## config.mk

```make
export PLATFORM = sky130hd
export DESIGN_NAME = m2r_ram
export DESIGN_NICKNAME = d
export VERILOG_FILES = /design/src/hdl/m2r_ram.sv
export SDC_FILE = /design/constraint.sdc
export NUM_CORES = 2
export LEC_CHECK = 0
export BUFFER_PORTS_ARGS = -buffer_cell sky130_fd_sc_hd__buf_2
export CAP_MARGIN = 10
export CORE_ASPECT_RATIO = 2
export CORE_MARGIN = 3
export CORE_UTILIZATION = 55
export CTS_BUF_LIST = sky130_fd_sc_hd__clkbuf_16
export CTS_CLUSTER_DIAMETER = 30
export CTS_CLUSTER_SIZE = 25
export DETAILED_ROUTE_END_ITERATION = 8
export PLACE_DENSITY_LB_ADDON = 0.3
export SLEW_MARGIN = 20
export SYNTH_ARGS = -nofsm -noshare
export SYNTH_HDL_FRONTEND = slang
export SYNTH_SLANG_ARGS = --single-unit
```

## constraint.sdc

```tcl
create_clock -name clock -period 2.9 [get_ports clock]
set_clock_uncertainty 0.05 [all_clocks]
set_input_delay 0.58 -clock clock [delete_from_list [all_inputs] [get_ports clock]]
set_output_delay 0.58 -clock clock [all_outputs]
set_load 0.005 [all_outputs]
```

## src/hdl/m2r_ram.sv

```systemverilog
`default_nettype none
// ----------------------------------------------------------------------------
// m2r_ram
// Generic single-port RAM, one access per cycle, registered read; a write also reads the old word.
// ----------------------------------------------------------------------------
module m2r_ram #(
   parameter int WIDTH = 8,
   parameter int DEPTH = 256
) (
   input  wire logic                     clock,
   input  wire logic                     we,
   input  wire logic [$clog2(DEPTH)-1:0] addr,
   input  wire logic [WIDTH-1:0]         wdata,
   output logic      [WIDTH-1:0]         rdata
);

   logic [WIDTH-1:0] mem [DEPTH];
   logic [WIDTH-1:0] rdata_ff;

   always_ff @(posedge clock) begin
      if (we) begin
         mem[addr] <= wdata;
      end
      rdata_ff <= mem[addr];
   end

   assign rdata = rdata_ff;

endmodule : m2r_ram
`default_nettype wire

```

After elaboration in Yosys (flattened, before gate mapping)
Memories as Yosys holds them, arrays and structs flattened. A register that Yosys moved wholly into a read port is not among the register bits.
Index checks and enable logic that the tools add are counted.
{"block": "totals", "register_bits": 0, "ramBits": 2048, "output_inout_bits": 8, "wordCells": 3, "romBits": 0, "input_bits": 18, "n_memories": 1, "latch_bits": 0}
{"memory": "mem", "words": 256, "word_bits": 8, "read_ports": 1, "rd_ports_with_merged_regs": 1, "wr": 1, "line_no": "17", "source": "logic [WIDTH-1:0] mem [DEPTH];"}
{"block": "op_classes", "n_mul": 0, "reduce_logical": 0, "n_div": 0, "magnitude_cmp": 0, "shift": 0, "n_mux": 2, "eq_ne": 0, "n_addsub": 0, "bitwise_logic": 0}
{"operator": "$mux W1", "count": 2}

Longest topological paths before layout
{"block": "logic_depth", "ltp_word": 2, "ltp_mapped": 10, "ltp_nobuf": 5}

Worst setup path after synthesis
OpenSTA, ideal clock, no wires.
{"block": "synth_path", "kind": "input to register", "start": "input port addr[1]", "end": "memory mem[111][0] (enable)", "setup_ps": 370, "path_buffers": 5, "t_required_ps": 2480, "slack_ps": 51, "arrival_time_ps": 2429, "stages": 9, "cell_sequence": "buf_2 > clkbuf_1 > clkbuf_1 > nand2_1 > buf_2 > nor2_1 > nand2_1 > clkbuf_1 > nor2_1"}
{"element": "from (decl)", "line_no": "12", "source": "input wire logic [$clog2(DEPTH)-1:0] addr,"}
{"element": "to (decl)", "line_no": "17"}
No word-level cell before the write port.

==> results.sh <==
export IMPL_status="finished, final reports clean"
export IMPL_viasPerCell=6.438
export IMPL_synthCells=3547
export IMPL_mostFrequentLayoutCell="edfxtp_1"
export IMPL_slew_headroom_pct=32.87
export IMPL_overflow=0
export IMPL_final_cells=6158
export IMPL_powerDensity_nw_per_um2=659.9
export IMPL_register_area_um2=61660
export IMPL_max_cap_violations=0
export IMPL_drc=0
export IMPL_crit_top_cell="buf_4"
export IMPL_path_clk_slew_ns=0.07
export IMPL_tritoncts="built"
export IMPL_finalSetupViolCount=0
export IMPL_max_freq_ghz=0.3536
export IMPL_root_buffer="clkbuf_16"
export IMPL_drt_antenna_violating_nets=0
export IMPL_synth_edf_count=2048
export IMPL_fin_ws_ns=0.07173
export IMPL_critPathCaptureType="register"
export IMPL_vias=39650
export IMPL_cp_required_ns=3.55
export IMPL_final_util_pct=64.88
export IMPL_place_ws_ns=-1.156
export IMPL_final_area_um2=91810
export IMPL_finalNetCount=4161
export IMPL_cp_slowest_cell="o41ai_1"
export IMPL_routabilityCongestion=0.8767
export IMPL_dpl_cell_count=5834
export IMPL_drive_gt1_share_pct=34.51
export IMPL_die_w_um=273.1
export IMPL_grt_pass1_wl_mm=289.9
export IMPL_placed_area_um2=85670
export IMPL_antenna_found_initial=7
export IMPL_grt_use_total_pct=27.45
export IMPL_cp_arrival_ns=3.48
export IMPL_synthesis_area_um2=78490
export IMPL_clockBufferDepth=4
export IMPL_rsz0062_at_grt="no"
export IMPL_synth_avg_cell_area_um2=22.13
export IMPL_hold_path_class="primary input to register"
export IMPL_syn_nets=3565
export IMPL_die_h_um=540.3
export IMPL_grt_max_degree=108
export IMPL_critical_path_class="primary input to register"
export IMPL_synthToLayoutAreaGrowth_pct=16.97
export IMPL_yosysWarnings=0
export IMPL_dr_pass1_iters=5
export IMPL_mostFrequentLayoutCells="2048 x edfxtp_1, 543 x buf_4, 512 x mux4_2"
export IMPL_coreArea_um2=141500
export IMPL_post_drt_wl_per_cell_um=32.21
export IMPL_ir_drop_v=0.0005013
export IMPL_wirelength_mm=198.3
export IMPL_multiInputGateArea_um2=15780
export IMPL_ios=26
export IMPL_rows=195
export IMPL_crit_family="compound AO/OA/AOI/OAI gates"
export IMPL_ys_async_sr_fraction_pct=0
export IMPL_start_kind="primary input"
export IMPL_worst_hold_slack_ns=0.1935
export IMPL_synth_seq_cells=2056
export IMPL_cts_buffers=178
export IMPL_worstSkewPairLatency_ns=0.83
export IMPL_slowest_delay_ns=0.79
export IMPL_period_minus_slack_ns=2.828
export IMPL_dp_hpwl_mm=132.4
export IMPL_drv_slew=0
export IMPL_crit_chain="buf_8, buf_12, buf_4, mux4_2, a22oi_1, a21oi_1, o41ai_1, buf_4, nand4_1"
export IMPL_nFillCells=9046
export IMPL_synth_ff_type="edfxtp_1"
export IMPL_cts_sinks=2056
export IMPL_worst_slew_pin_transition_ns=1.007
export IMPL_htree_levels=4
export IMPL_dieArea_um2=147600
export IMPL_numPortBuffers=25
export IMPL_yosysSeqAreaShare_pct=78.55
export IMPL_crit_path_max_fanout=22
export IMPL_synth_cell_type_count=22
export IMPL_period_share_pct=97.53
export IMPL_hold_viol=0
export IMPL_start_util_pct=55.47
export IMPL_drtIter0Drc=4226
export IMPL_p_leak_nw=29.26
export IMPL_grt_pass1_vias=41720
export IMPL_path_buf_inv=4
-- synthesized netlist by cell type, drive strengths merged (6+ instances only) --
cell type | number | area (um^2)
nor2 | 232 | 870.8
nand4 | 8 | 50.05
a21oi | 128 | 640.6
o41ai | 32 | 280.3
nor3 | 30 | 150.1
nand3 | 13 | 65.06
mux4 | 512 | 11530
dfxtp | 8 | 160.2
buf | 87 | 551.8
clkbuf | 145 | 544.3
edfxtp | 2048 | 61500
nor2b | 7 | 43.79
nand2b | 6 | 37.54
a22oi | 256 | 1922
nand2 | 28 | 105.1
-- path summary, 6_finish.rpt --
kind / start / endpoint / slack, ns / cells after the start
worst max-delay path: addr[0] / rdata[1]$_DFF_P_ / 0.07 / 9
worst min-delay path: wdata[6] / mem[184][6]$_DFFE_PP_ / 0.19 / 1
worst max register to register: mem[251][1]$_DFFE_PP_ / rdata[1]$_DFF_P_ / 0.17 / 7
worst min register to register: mem[176][2]$_DFFE_PP_ / rdata[2]$_DFF_P_ / 1.02 / 6
-- cell families after synthesis --
group                  Yosys count  synth area share (%)
AOI/OAI and AO/OA              416                 3.622
and+or+nand+nor                330                 1.733
buffers and inverters          233                 1.401
DFF                           2056                 78.55
muxes                          512                 14.69
-- power by group --
part | switching (mW) | leakage [nW] | internal (mW)
sequential | 0.0427 | 18.5 | 32.7
clock | 11.6 | 2.98 | 13.1
combinational | 1.90 | 7.80 | 1.26
total | 13.5 | 29.3 | 47.1
-- registers in the layout, summed over array words and instances (netlist names) --
signal / count
mem: 2048
rdata: 8
-- repair_timing --
| action | CTS | global route |
|---|---|---|
| endpoints found under the setup margin | 1 | 0 |
| hold buffers | 0 | 0 |
| resized for setup | 1 | 0 |
| setup buffers | 0 | 0 |
-- final cells by class --
type	instances	share of cell area, %
clock buffer	181	4.933
inverter	1	0.004088
timing repair buffer	648	6.419
clock inverter	139	1.735
sequential	2056	67.16
multi-input combinational	1258	17.19
antenna	4	0.01090
tap	1871	2.550
-- stage by stage --
step	power (mW)	setup TNS [ns]
after global placement	36.51	-19.00
final	60.58	0
after CTS	60.89	0
after global routing	62.11	0
after floorplan	34.86	0
after detailed placement	36.58	-18.10
-- worst reg2reg max path, stage by stage (launching register included) --
cell and delay [ns]:
edfxtp_1 0.37, mux4_2 0.48, a22oi_1 0.21, buf_4 0.16
a21oi_1 0.19, o41ai_1 0.83, buf_4 0.26, nand4_1 0.09
-- metal layers --
metal  GRT usage [%]  vias up  part of all wire (%)
met5               0        -                 0.024
met4           17.43        8                   7.8
met3           3.503      568                   6.4
met2           49.29     1836                    54
met1           30.77    20960                    31
li1                -    16270                     -
Note: power is estimated with default switching activity, not from simulation.
