<file path="config.mk">
export PLATFORM = sky130hd
export DESIGN_NAME = m2r_mul
export DESIGN_NICKNAME = d
export VERILOG_FILES = /design/src/hdl/m2r_pkg.sv /design/src/hdl/m2r_mul.sv
export SDC_FILE = /design/constraint.sdc
export NUM_CORES = 1
export LEC_CHECK = 0
export BUFFER_PORTS_ARGS = -buffer_cell sky130_fd_sc_hd__buf_2
export CORE_MARGIN = 4
export CORE_UTILIZATION = 45
export DETAILED_ROUTE_END_ITERATION = 8
export HOLD_SLACK_MARGIN = 0.02
export MAX_ROUTING_LAYER = met4
export PLACE_DENSITY = 0.71
export RECOVER_POWER = 25
export SLEW_MARGIN = 10
export SYNTH_ARGS = -nofsm -noshare
export SYNTH_HDL_FRONTEND = slang
export SYNTH_SLANG_ARGS = --single-unit
</file>
<file path="constraint.sdc">
create_clock -name clock -period 5.4 [get_ports clock]
set_clock_uncertainty 0.1 [all_clocks]
set_input_delay 0.27 -clock clock [delete_from_list [all_inputs] [get_ports clock]]
set_output_delay 0.27 -clock clock [all_outputs]
set_load 0.02 [all_outputs]
</file>
<file path="src/hdl/m2r_pkg.sv">
`default_nettype none
// ----------------------------------------------------------------------------
// m2r_pkg
// Shared constants, codes and types for the mono to RGB565 subpixel scaler.
// ----------------------------------------------------------------------------
package m2r_pkg;

   // Source frame geometry (1 bit per pixel, MSB first)
   localparam int SRC_WIDTH   = 512;
   localparam int SRC_HEIGHT  = 342;
   localparam int ROW_BYTES   = SRC_WIDTH / 8;
   localparam int FRAME_BYTES = ROW_BYTES * SRC_HEIGHT;
   localparam int ADDR_W      = $clog2(FRAME_BYTES);
   localparam int COL_IDX_W   = $clog2(SRC_WIDTH);
   localparam int ROW_IDX_W   = $clog2(SRC_HEIGHT);

   // Item field widths
   localparam int STEP_W  = 7;
   localparam int COORD_W = 9;
   localparam int BYTE_W  = 8;
   localparam int PIX_W   = 16;

   // Position arithmetic, 1/32 source pixel units
   localparam int FRAC_W  = 5;
   localparam int POS_W   = COORD_W + STEP_W;
   localparam int CELL_W  = POS_W - FRAC_W;
   localparam int GRID_W  = CELL_W + 1;
   localparam int ACC_W   = 10;

   localparam logic [STEP_W-1:0] STEP_RESET  = 7'd51;
   localparam logic [FRAC_W-1:0] FRAC_MAX    = 5'd31;
   localparam logic [STEP_W-1:0] RED_EVEN_DY = 7'd10;

   // step / 3 as (step * 171) >> 9, exact for every 7-bit step
   localparam int                THIRD_SHIFT = 9;
   localparam logic [7:0]        THIRD_RECIP = 8'd171;

   // Shared multiplier operand and product widths
   localparam int MUL_A_W = COORD_W;
   localparam int MUL_B_W = STEP_W;
   localparam int PROD_W  = MUL_A_W + MUL_B_W;

   // Operation codes
   localparam logic OP_WRITE = 1'b0;
   localparam logic OP_QUERY = 1'b1;

   // Channel codes, in sampling order
   localparam logic [1:0] CH_RED   = 2'd0;
   localparam logic [1:0] CH_BLUE  = 2'd1;
   localparam logic [1:0] CH_GREEN = 2'd2;

   // Twelve reads: three channels of four corners
   localparam logic [3:0] LAST_READ = 4'd11;
   localparam logic [1:0] LAST_CORNER = 2'd3;

   typedef enum logic [2:0] {
      ST_IDLE,
      ST_MUL_X,
      ST_MUL_Y,
      ST_GRAB_Y,
      ST_READ,
      ST_DRAIN
   } seq_state_type;

endpackage : m2r_pkg
`default_nettype wire

</file>
<file path="src/hdl/m2r_mul.sv">
`default_nettype none
// ----------------------------------------------------------------------------
// m2r_mul
// Shared unsigned multiplier with registered product. Forms the source
// positions at query start and one bilinear corner weight per cycle after.
// ----------------------------------------------------------------------------
module m2r_mul
   import m2r_pkg::*;
(
   input  wire logic               clock,
   input  wire logic [MUL_A_W-1:0] op_a,
   input  wire logic [MUL_B_W-1:0] op_b,
   output logic      [PROD_W-1:0]  prod
);

   logic [PROD_W-1:0] prod_ff;
   logic [PROD_W-1:0] prod_in;

   assign prod_in = PROD_W'(op_a) * PROD_W'(op_b);

   always_ff @(posedge clock) begin
      prod_ff <= prod_in;
   end

   assign prod = prod_ff;

endmodule : m2r_mul
`default_nettype wire

</file>
# ---- Yosys cells after proc, flatten, opt, wreduce, memory -nomap -nowiden
# Index checks and enable logic that the tools add are counted.
dict set report totals {
  register_bits 16
  latch_bits 0
  mem_bits_rw 0
  romBits 0
  input_bits 17
  word_cells 2
  memories 0
}
dict set report classes {
  add_sub_neg 0
  n_mul 1
  div_mod_pow 0
  order_cmp 0
  eq_ne 0
  n_shift 0
  mux 0
  bitwise_logic 0
  n_reduce_logical 0
}
# cell count
set op_table {}
lappend op_table {{multiplier 9 x 7 -> 16 bit} 1}

# ---- Longest topological paths before layout
# Gate-level depths: netlist of the first run.
dict set report logic_depth {
  ltp_word 1
  depth_mapped 16
  ltp_nobuf 15
}

# ---- Least setup slack after synthesis of the first run
# Ideal clock, no wire load.
dict set report synth_path {
  path_kind {input to register}
  startpoint {in op_a[3]}
  endpoint {reg prod_ff[10] (netlist: prod[10])}
  arrival_ns 3.820
  required_ns 5.173
  path_slack_ns 1.352
  stages 15
  n_path_buf 0
  cell_sequence {and2_1 -> fa_1 -> inv_1 -> fa_1 -> inv_1 -> fa_1 -> inv_1 -> fa_1 -> inv_1 -> ha_1 -> a21oi_4 -> o21ai_2 -> a2111oi_2 -> nor3_1 -> xor2_1}
}
dict set report synth_via {
  elab_chain_cells 1
}
# element line
set synth_rtl {}
lappend synth_rtl {{start, declared} m2r_mul.sv:11} ;# input wire logic [MUL_A_W-1:0] op_a,
lappend synth_rtl {{multiplier 9 x 7 -> 16 bit} m2r_mul.sv:19} ;# assign prod_in = PROD_W'(op_a) * PROD_W'(op_b);
lappend synth_rtl {{named net prod_in[10]} m2r_mul.sv:17} ;# logic [PROD_W-1:0] prod_in;
lappend synth_rtl {{end signal, assigned} m2r_mul.sv:22} ;# prod_ff <= prod_in;
lappend synth_rtl {{end, declared} m2r_mul.sv:16} ;# logic [PROD_W-1:0] prod_ff;
# The timed path passes the listed nets, and every way through them passes these cells.

# ---- Worst setup path after layout of the first run
dict set report layout_path {
  startpoint {in op_b[3]}
  endpoint {reg prod_ff[10] (netlist: prod[10])}
}
dict set report layout_via {
  elab_chain_cells 1
}
# element line
set layout_rtl {}
lappend layout_rtl {{start, declared} m2r_mul.sv:12} ;# input wire logic [MUL_B_W-1:0] op_b,
lappend layout_rtl {{multiplier 9 x 7 -> 16 bit} m2r_mul.sv:19}
lappend layout_rtl {{named net prod_in[10]} m2r_mul.sv:17}
# The timed path passes the listed nets, and every way through them passes these cells.

==> reports/qor.tcl, run 1 <==
set qor(outcome) {finished, final reports clean}
set qor(final.min_clock_period_ps) 4080
set qor(cts-root-to-sink-buffers) 2
set qor(die_width_microns) 80.2
set qor(finalHoldViolCount) 0
set qor(netlist.area_leader.share_pct) 29.0
set qor(count_of_antenna_diodes_in_the_layout) 0
set qor(rsz0062_at_grt) {false}
set qor(clock.fmax_ghz) 0.245
set qor(drt.antenna.violating_nets) 0
set qor(synth_cells) 242
set qor(drt_pass_1_iters) 4
set qor(fp.dieArea_sq_um) 6430
set qor(cts_tree) {yes}
set qor(synth_flop_cell) {dfxtp_1}
set qor(place.gp.congestion) 0.817
set qor(pin_count) 33
set qor(yosys.cell_count.top_type) {and2_1}
set qor(worst_setup_hold_path_clk_slew_ps) 60
set qor(synth.area.top_cells) {fa_1 (29%), ha_1 (18%), dfxtp_1 (14%)}
set qor(synth_largest_area_cell) {fa_1}
set qor(post_synth_instance_area_sq_um) 2340
set qor(share_of_cells_above_drive_strength_1_pct) 13.4
set qor(cp_slowest_cell) {fa_1}
set qor(yosys_register_bits) 16
set qor(async_flop_share_pct) 0
set qor(worstPathMaxFanout) 9
set qor(cellPowerDensity_nw_per_um2) 377
set qor(cp_cell_sequence) {buf_2 > and2_1 > fa_1 > inv_1 > fa_1 > inv_1 > fa_1 > inv_1 > fa_1 > inv_1 > ha_1 > a21oi_4 > o21ai_2 > a2111oi_2 > nor3_1 > xor2_1}
set qor(layout-area-overhead-vs-synth_pct) 11.6
set qor(die_height_microns) 80.2
set qor(edff_count_synth) 0
set qor(totalNegativeSetupSlack_ps) 0
set qor(irDropWorstVdd_uv) 157
set qor(cts.sinks) 16
set qor(cts_root_buffer) {clkbuf_8}
set qor(via_count) 1731
set qor(drc_violations_left) 0
set qor(min-delay-start) {op_a[0]}
set qor(arrival_ps) 4110
set qor(timing_worst_slew_pin_value_ps) 370
set qor(crit_path_end_kind) {register}
set qor(grt_first_pass_wirelength_mm) 7.89
set qor(report.final.slew_viol_count) 0
set qor(first_global_vias) 1773
set qor(critical_path_class) {input port to register}
set qor(post_synth_most_frequent_cells) {and2_1 (51), fa_1 (34), ha_1 (34)}
set qor(cts_resized) 0
set qor(cts_setup_buffers) 0
set qor(number_of_clock_buffers_inserted_by_tritoncts) 3
set qor(total_leakage_power_nw) 1.31
set qor(clock_tree.htree_level_count) 1
set qor(critical_path.startpoint_type) {input port}
set qor(number_of_max_cap_violations) 0
set qor(routedWlPerCell_microns) 12.8
set qor(synth.yosys.warnings) 0
set qor(timing.critical_path.required_ps) 5430
set qor(ys_seq_area_share_pct) 13.7
set qor(synthesis.nets) 327
set qor(finish.cell_count_without_fillers) 346
set qor(grt_antenna_before_repair) 0
set qor(postRouteWirelength_mm) 4.43
set qor(avgSynthCellArea_sq_um) 9.68
set qor(floorplan.core_area_sq_um) 5070
set qor(grt.overflow.total) 0
set qor(portBuffers) 32
set qor(worst_path_largest_cell_delay_ps) 540
set qor(global_route.usage.total_pct) 15.9
set qor(timing.hold.ws_ps) 229
set qor(post_cts_hold_buffer_count) 0
set qor(report.final.setup_viol) 0
set qor(largest_register_ffs) 16
set qor(routed_via_density) 5.00
set qor(grt_max_degree) 10
set qor(drtIter0Drc) 34
set qor(fp-row-count) 26
set qor(start_util_pct) 46.2
set qor(netlist-cell-type-count) 35
set qor(slew_headroom_pct) 75.4
set qor(final_min_period_over_clock_period_pct) 75.5
set qor(critical_path.startpoint) {op_b[3]}
set qor(layout.nets) 363
set qor(min-delay-path-class) {input port to register}
set qor(detailed_place_hpwl_mm) 3.85
set qor(dp_cells) 343
-- report_power, final --
part	switching [mW]	internal, mW
clock network	0.0363	0.0493
registers	0.0106	0.173
logic	0.418	0.299
-- cells by family after synthesis --
| group | Yosys count | share of synthesized area, % |
|---|---|---|
| xor+xnor | 11 | 4.11 |
| compound gates | 29 | 8.97 |
| buf+inv | 31 | 5.13 |
| fa+ha+maj | 68 | 47.2 |
| flops | 16 | 13.7 |
| simple gates | 87 | 20.9 |
-- cell usage in the layout (no fill, tap or decap), types with 2 or more instances in the layout --
| cell | n |
|---|---|
| xor2_1 | 3 |
| inv_1 | 30 |
| dfxtp_1 | 16 |
| and2_1 | 50 |
| nor2_1 | 3 |
| nand3_1 | 2 |
| a21oi_1 | 12 |
| xnor2_1 | 8 |
| o21a_1 | 2 |
| clkbuf_1 | 7 |
| nor2b_1 | 2 |
| fa_1 | 34 |
| nor3_1 | 6 |
| nand2_1 | 17 |
| buf_2 | 25 |
| ha_1 | 34 |
| nand4_1 | 2 |
| clkbuf_8 | 3 |
-- per-stage QoR --
step           power (mW)  worst slack, ps  cell area, sq um  util (%)
2_1_floorplan       0.763             1350              2340         -
3_3_place_gp        0.909             1140              2580      50.9
3_5_place_dp        0.918             1060              2580      50.9
4_1_cts              1.01             1320              2630      51.7
5_1_grt              1.11             1100              2620      51.6
6_report            0.987             1320              2620      51.6
-- critical path: cells and delay by family --
kind	cells	cell delay, ps
fa+ha+maj	5	2430
compound gates	3	630
buf+inv	5	340
simple gates	2	280
xor+xnor	1	140
-- worst paths after layout --
| kind | endpoint | slack (ps) | depth (start not counted) |
|---|---|---|---|
| worst max-delay path | prod[10] | 1320 | 16 |
| worst min-delay path | prod[0] | 230 | 2 |
-- routing by layer --
layer,vias up,track usage [%],share of wire [%]
met5,-,-,0
met4,0,1.52,0.32
met3,2,2.47,3.6
met2,29,28.1,52
met1,845,20.1,44
li1,855,-,-
-- cell type report --
| cell class | count | area (sq um) |
|---|---|---|
| tap | 70 | 87.6 |
| timing repair buffer | 32 | 151 |
| multi-input combinational | 195 | 1900 |
| inverter | 30 | 113 |
| clock buffer | 3 | 41.3 |
| fill | 514 | 2460 |
| sequential | 16 | 320 |
(Power assumes the default switching activity.)
==> run 2, diff against run 1 <==
--- a/config.mk
+++ b/config.mk
@@ -5,13 +5,14 @@
 export SDC_FILE = /design/constraint.sdc
 export NUM_CORES = 1
 export LEC_CHECK = 0
+export ABC_AREA = 1
 export BUFFER_PORTS_ARGS = -buffer_cell sky130_fd_sc_hd__buf_2
 export CORE_MARGIN = 4
 export CORE_UTILIZATION = 45
 export DETAILED_ROUTE_END_ITERATION = 8
 export HOLD_SLACK_MARGIN = 0.02
 export MAX_ROUTING_LAYER = met4
-export PLACE_DENSITY = 0.71
+export PLACE_DENSITY = 0.73
 export RECOVER_POWER = 25
 export SLEW_MARGIN = 10
 export SYNTH_ARGS = -nofsm -noshare
==> constraint.sdc (replaced) <==
create_clock -name clock -period 3.5 [get_ports clock]
set_clock_uncertainty 0.1 [all_clocks]
set_input_delay 0.175 -clock clock [delete_from_list [all_inputs] [get_ports clock]]
set_output_delay 0.175 -clock clock [all_outputs]
set_load 0.02 [all_outputs]
==> run 2 against run 1 <==
Net effect: first-iteration DRC count increased by 65%; final cell count increased by 42%; global-route usage increased by 0.88 points; largest power group unchanged.
==> reports/qor.tcl, run 2 <==
set qor(worst_setup_hold_path_clk_slew_ps) 70
set qor(netlist-cell-type-count) 17
set qor(post_synth_most_frequent_cells) {nand2_1 (115), inv_1 (98), fa_1 (34), ha_1 (34), dfxtp_1 (16)}
set qor(edff_count_synth) 0
set qor(rsz0062_at_grt) {true}
set qor(largest_register_ffs) 16
set qor(synth-compound-area-share_pct) 1.66
set qor(final.min_clock_period_ps) 3410
set qor(synthesis.nets) 444
set qor(post_synth_instance_area_sq_um) 2570
set qor(clock.fmax_ghz) 0.293
set qor(finalHoldViolCount) 0
set qor(fraction_of_the_mapped_netlist_area_in_simple_logic_gates_pct) 24.2
set qor(place.gp.congestion) 0.884
set qor(global_routing_usage_on_met1_pct) 18.7
set qor(share_of_cells_above_drive_strength_1_pct) 25.8
set qor(layout.nets) 504
set qor(pin_count) 33
set qor(number_of_max_cap_violations) 0
set qor(gr-usage-met3_pct) 2.67
set qor(dp_slack_ps) -168
set qor(final_cell_mix) {nand2_1 (97), inv_1 (87), fa_1 (34)}
set qor(grt_first_pass_wirelength_mm) 9.37
set qor(postRouteWirelength_mm) 5.37
set qor(crit_path_end_kind) {register}
set qor(final_core_utilization_pct) 59.0
set qor(start_util_pct) 46.6
set qor(globalRoute.busiestLayer) {met2}
set qor(portBuffers) 32
set qor(drtIter0Drc) 56
set qor(total_power_mw) 1.91
set qor(grt.overflow.total) 0
set qor(timing.critical_path.required_ps) 3550
set qor(routedWlPerCell_microns) 11.0
set qor(grt_max_degree) 10
set qor(outcome) {finished, final reports clean}
set qor(async_flop_share_pct) 0
set qor(multiplexer_share_of_the_synthesized_area_pct) 0
set qor(worstHoldPathCells) 3
set qor(synth.area.top_cells) {fa_1 (26%), nand2_1 (17%), ha_1 (17%)}
set qor(floorplan.core_area_sq_um) 5510
set qor(cts-root-to-sink-buffers) 2
set qor(drc_violations_left) 0
set qor(number_of_clock_buffers_inserted_by_tritoncts) 3
set qor(drt.antenna.violating_nets) 0
set qor(via_count) 2212
set qor(yosys_register_bits) 16
set qor(cts_setup_buffers) 0
set qor(grt_util_met2_pct) 32.3
set qor(routed_via_density) 4.51
set qor(global_route.usage.total_pct) 16.8
set qor(final_min_period_over_clock_period_pct) 97.5
set qor(synth_cells) 359
set qor(die_height_microns) 83.6
set qor(total_leakage_power_nw) 2.09
set qor(cts_tree) {yes}
set qor(timing_worst_slew_pin_value_ps) 257
set qor(synth_flop_cell) {dfxtp_1}
set qor(cp_slowest_cell) {fa_1}
set qor(cts.sinks) 16
set qor(adder_cell_area_share_of_the_yosys_netlist_pct) 43.1
set qor(worst_path_largest_cell_delay_ps) 540
set qor(slew_headroom_pct) 82.9
set qor(fp.dieArea_sq_um) 6980
set qor(fp-row-count) 27
set qor(first_global_vias) 2239
set qor(yosys.cell_count.top_type) {nand2_1}
set qor(drt_pass_1_iters) 5
set qor(detailed_place_hpwl_mm) 4.61
set qor(netlist.area_leader.share_pct) 26.5
set qor(count_of_antenna_diodes_in_the_layout) 0
set qor(synth_xor_area_share_pct) 2.73
set qor(cts_root_buffer) {clkbuf_8}
set qor(clock_tree.htree_level_count) 1
set qor(die_width_microns) 83.6
set qor(cellPowerDensity_nw_per_um2) 587
set qor(ys_seq_area_share_pct) 12.5
set qor(irDropWorstVdd_uv) 275
set qor(most_common_cell_after_layout_fill_and_taps_aside) {nand2_1}
set qor(grt_antenna_before_repair) 0
set qor(avgSynthCellArea_sq_um) 7.16
set qor(report.final.slew_viol_count) 0
set qor(report.final.setup_viol) 0
set qor(largest_family_of_logic_cells_by_synthesized_area) {adder cells}
set qor(critical_path_class) {input port to register}
set qor(min-delay-path-class) {input port to register}
set qor(layout-area-overhead-vs-synth_pct) 26.4
set qor(worst_slack_ps) 86.7
set qor(cp_cell_sequence) {buf_12 > nand2_4 > inv_2 > fa_1 > inv_2 > fa_1 > inv_2 > fa_1 > inv_1 > fa_1 > inv_2 > ha_4 > nand2_4 > nor2_4 > nand2_2 > nand3_4 > nand2_1 > nand3_1 > nand2_1}
set qor(arrival_ps) 3460
set qor(critical_path.startpoint_type) {input port}
set qor(synth_largest_area_cell) {fa_1}
set qor(synth.yosys.warnings) 0
set qor(worstPathMaxFanout) 5
-- run 2: cell types whose count changed after synthesis, moves of 5 or more --
cell,previous run,this run
a21oi_1,12,7
and2_1,51,0
nor3_1,6,0
nand2_1,17,115
inv_1,30,98
nor2_1,3,13
nand3_1,2,12
clkbuf_1,0,7
-- run 2: final timing paths --
path	end	startpoint	slack [ps]
worst max-delay path	prod[11]	op_b[1]	90
worst min-delay path	prod[0]	op_b[0]	150
-- run 2: routing by layer --
layer,share of wire [%],routed length [microns],up-vias
met5,0,0,-
met4,0.45,24,0
met3,3.2,174,2
met2,54,2880,34
met1,43,2300,1021
li1,-,-,1155
-- run 2: power by group --
group	internal [mW]	leakage (nW)	switching [mW]
Clock	0.0998	0.0288	0.0645
Combinational	0.622	1.93	0.838
Sequential	0.267	0.135	0.0170
-- run 2: through the flow --
stage	instance area (sq um)	setup TNS, ps	hold slack, ps	cells
after floorplan	2640	0	168	359
after global placement	3070	-775	402	486
after detailed placement	3070	-1010	403	486
after CTS	3120	0	141	490
after global routing	3250	-204	160	490
final	3250	0	146	490
-- run 2: cell type report --
cell class	count	area [sq um]
fillers	509	2260
multi-input cells	234	1980
repair buffers	62	422
inverters	102	383
flip-flops and latches	16	320
well taps	72	90.1
clock buffers	4	55.1
-- run 2: cells by family after synthesis --
kind of cell               count (synthesis)
AOI/OAI and AO/OA                          8
DFF                                       16
buffers and inverters                    109
xor gates and xnor gates                   8
adders and majority gates                 68
and+or+nand+nor                          150
-- run 2: worst max-delay path: cells and delay by family --
kind / cells / cell delay [ps]
adders and majority gates: 5 / 2370
buffers and inverters: 6 / 320
and+or+nand+nor: 8 / 570
-- run 2: timing repair --
| action | 4_1_cts | 5_1_grt |
|---|---|---|
| resized for setup | 0 | 52 |
| hold buffers | 0 | 0 |
| endpoints found under the setup margin | 0 | 9 |
==> run 3, diff against run 2 <==
--- a/config.mk
+++ b/config.mk
@@ -12,7 +12,7 @@
 export DETAILED_ROUTE_END_ITERATION = 8
 export HOLD_SLACK_MARGIN = 0.02
 export MAX_ROUTING_LAYER = met4
-export PLACE_DENSITY = 0.73
+export PLACE_DENSITY = 0.71
 export RECOVER_POWER = 25
 export SLEW_MARGIN = 10
 export SYNTH_ARGS = -nofsm -noshare
==> constraint.sdc (replaced) <==
create_clock -name clock -period 3.65 [get_ports clock]
set_clock_uncertainty 0.1 [all_clocks]
set_input_delay 0.1825 -clock clock [delete_from_list [all_inputs] [get_ports clock]]
set_output_delay 0.1825 -clock clock [all_outputs]
set_load 0.02 [all_outputs]
==> run 3 against run 2 <==
Net effect: clock-buffer cell count unchanged; clock power is 5% lower; sequential power decreased by 4%; worst hold slack better by 18 ps; routed wire length fell by 0.20%; global-route usage is 0.32 points higher; worst setup slack gained 90 ps; final area is 4.0% lower; flip-flop and latch count unchanged; die area unchanged; power shrank 9.0%; sequential share of layout area rose by 0.41 points; highest routed layer unchanged.
==> reports/qor.tcl, run 3 (synthesis gave the netlist of run 2 again) <==
set qor(min-delay-start) {op_b[0]}
set qor(grt_max_degree) 10
set qor(final.min_clock_period_ps) 3470
set qor(floorplan.core_area_sq_um) 5510
set qor(drc_violations_left) 0
set qor(globalRoute.busiestLayer) {met2}
set qor(grt_first_pass_wirelength_mm) 9.67
set qor(number_of_clock_buffers_inserted_by_tritoncts) 3
set qor(rsz0062_at_grt) {false}
set qor(portBuffers) 32
set qor(worstHoldEndpoint) {prod[0]}
set qor(fp-row-count) 27
set qor(dp_cells) 482
set qor(drt_pass_1_iters) 4
set qor(drt.antenna.violating_nets) 0
set qor(number_of_max_cap_violations) 0
set qor(place.gp.congestion) 0.864
set qor(cts_root_buffer) {clkbuf_8}
set qor(global_routing_usage_on_met1_pct) 20.5
set qor(nFillCells) 551
set qor(worst_path_largest_cell_delay_ps) 530
set qor(timing_worst_slew_pin_value_ps) 258
set qor(post_cts_hold_buffer_count) 0
set qor(share_of_cells_above_drive_strength_1_pct) 19.1
set qor(arrival_ps) 3520
set qor(most_common_cell_after_layout_fill_and_taps_aside) {nand2_1}
set qor(global_route.usage.total_pct) 17.1
set qor(outcome) {finished, final reports clean}
set qor(detailed_place_hpwl_mm) 4.73
set qor(grt_util_met2_pct) 30.5
set qor(cellPowerDensity_nw_per_um2) 557
set qor(die_width_microns) 83.6
set qor(start_util_pct) 46.6
set qor(critical-path-top-cell-by-count) {inv_1}
set qor(share_comb_of_total_power_pct) 75.3
set qor(worstPathMaxFanout) 5
set qor(clock_network_fraction_of_design_power_pct) 9.0
set qor(cts_setup_buffers) 0
set qor(worst_setup_hold_path_clk_slew_ps) 60
set qor(drtIter0Drc) 89
set qor(report.final.slew_viol_count) 0
set qor(internal-power_mw) 0.900
set qor(crit_path_end_kind) {register}
set qor(timing.hold.ws_ps) 164
set qor(report.final.setup_viol) 0
set qor(final_cell_mix) {nand2_1 (109), inv_1 (97), fa_1 (34)}
set qor(clock.fmax_ghz) 0.288
set qor(cp_cell_sequence) {buf_2 > nand2_1 > inv_1 > fa_1 > inv_1 > fa_1 > inv_1 > fa_1 > inv_1 > fa_1 > inv_1 > ha_4 > nand2_2 > nor2_1 > nand2_1 > nand3_4 > nand2_2 > nand3_1 > nand2_1}
set qor(routedWlPerCell_microns) 11.0
set qor(total_leakage_power_nw) 2.05
set qor(via_count) 2290
set qor(grt.overflow.total) 0
set qor(pin_count) 33
set qor(timing.critical_path.required_ps) 3700
set qor(layout-area-overhead-vs-synth_pct) 21.4
set qor(count_of_antenna_diodes_in_the_layout) 0
set qor(critPathTopFamily) {adder cells}
set qor(cts.sinks) 16
set qor(clock_tree.htree_level_count) 1
set qor(irDropWorstVdd_uv) 342
set qor(postPlaceCellArea_sq_um) 3000
set qor(critical_path.startpoint_type) {input port}
set qor(final_core_utilization_pct) 56.6
set qor(finish.cell_count_without_fillers) 486
set qor(cp.buffers_inverters) 6
set qor(finalHoldViolCount) 0
set qor(gr-usage-met3_pct) 3.16
set qor(largest_register_ffs) 16
set qor(layout.nets) 500
set qor(power.switching_fraction_pct) 48.2
set qor(cts_tree) {yes}
set qor(critical_path_class) {input port to register}
set qor(grt_antenna_before_repair) 0
set qor(worst_slack_ps) 177
set qor(first_global_vias) 2278
set qor(min-delay-path-class) {input port to register}
set qor(final_min_period_over_clock_period_pct) 95.2
set qor(postRouteWirelength_mm) 5.36
set qor(cts-root-to-sink-buffers) 2
set qor(slew_headroom_pct) 82.9
set qor(routed_via_density) 4.71
set qor(post-route-cell-area_sq_um) 3120
set qor(worstHoldPathCells) 3
set qor(fp.dieArea_sq_um) 6980
set qor(share_seq_of_total_power_pct) 15.7
set qor(die_height_microns) 83.6
set qor(dp_slack_ps) -186
set qor(cp_slowest_cell) {fa_1}
set qor(switching_power_mw) 0.836
-- run 3: changes by cell type in the layout (fill, tap and decap cells not counted), sizes merged --
| cell | delta |
|---|---|
| buf | -3 |
| clkbuf | -1 |
-- run 3: how the worst max path moves through the flow --
stage / startpoint / endpoint / slack, ps / depth (start not counted)
6_report: op_a[5] / prod[15] / 180 / 19
5_1_grt: op_a[5] / prod[11] / 5 / 20
4_1_cts: op_a[5] / prod[15] / 80 / 18
3_5_place_dp: op_a[5] / prod[15] / -190 / 18
3_3_place_gp: op_a[5] / prod[15] / -160 / 18
2_1_floorplan: op_b[3] / prod[15] / 6 / 18
-- run 3: cell type report --
| cell class | count | area, sq um | share of cell area, % |
|---|---|---|---|
| flip-flops and latches | 16 | 320 | 10.3 |
| inverters | 102 | 383 | 12.3 |
| well taps | 72 | 90.1 | 2.89 |
| clock buffers | 4 | 55.1 | 1.77 |
| multi-input cells | 234 | 1920 | 61.6 |
| repair buffers | 58 | 349 | 11.2 |
-- run 3: stage by stage --
step	total power, mW	setup TNS, ps
2_1_floorplan	1.15	0
4_1_cts	1.67	0
6_report	1.74	0
3_5_place_dp	1.49	-882
3_3_place_gp	1.47	-720
5_1_grt	1.95	0
-- run 3: power by group through the flow --
stage | logic, mW | registers (mW) | clock network (mW)
global route | 1.49 | 0.281 | 0.174
finish | 1.31 | 0.272 | 0.156
global placement | 1.20 | 0.274 | 0
floorplan | 0.775 | 0.372 | 0
CTS | 1.23 | 0.272 | 0.163
detailed placement | 1.22 | 0.276 | 0
-- run 3: per-layer routing --
metal  wire length, microns  vias to the layer above
met2                   2810                       39
met1                   2250                     1091
met3                    247                       10
met4                     52                        0
li1                       -                     1150
met5                      0                        -
-- run 3: repair_timing --
item	CTS	global route
setup endpoints to repair	0	7
endpoints found under the hold margin	0	0
resized for setup	0	16
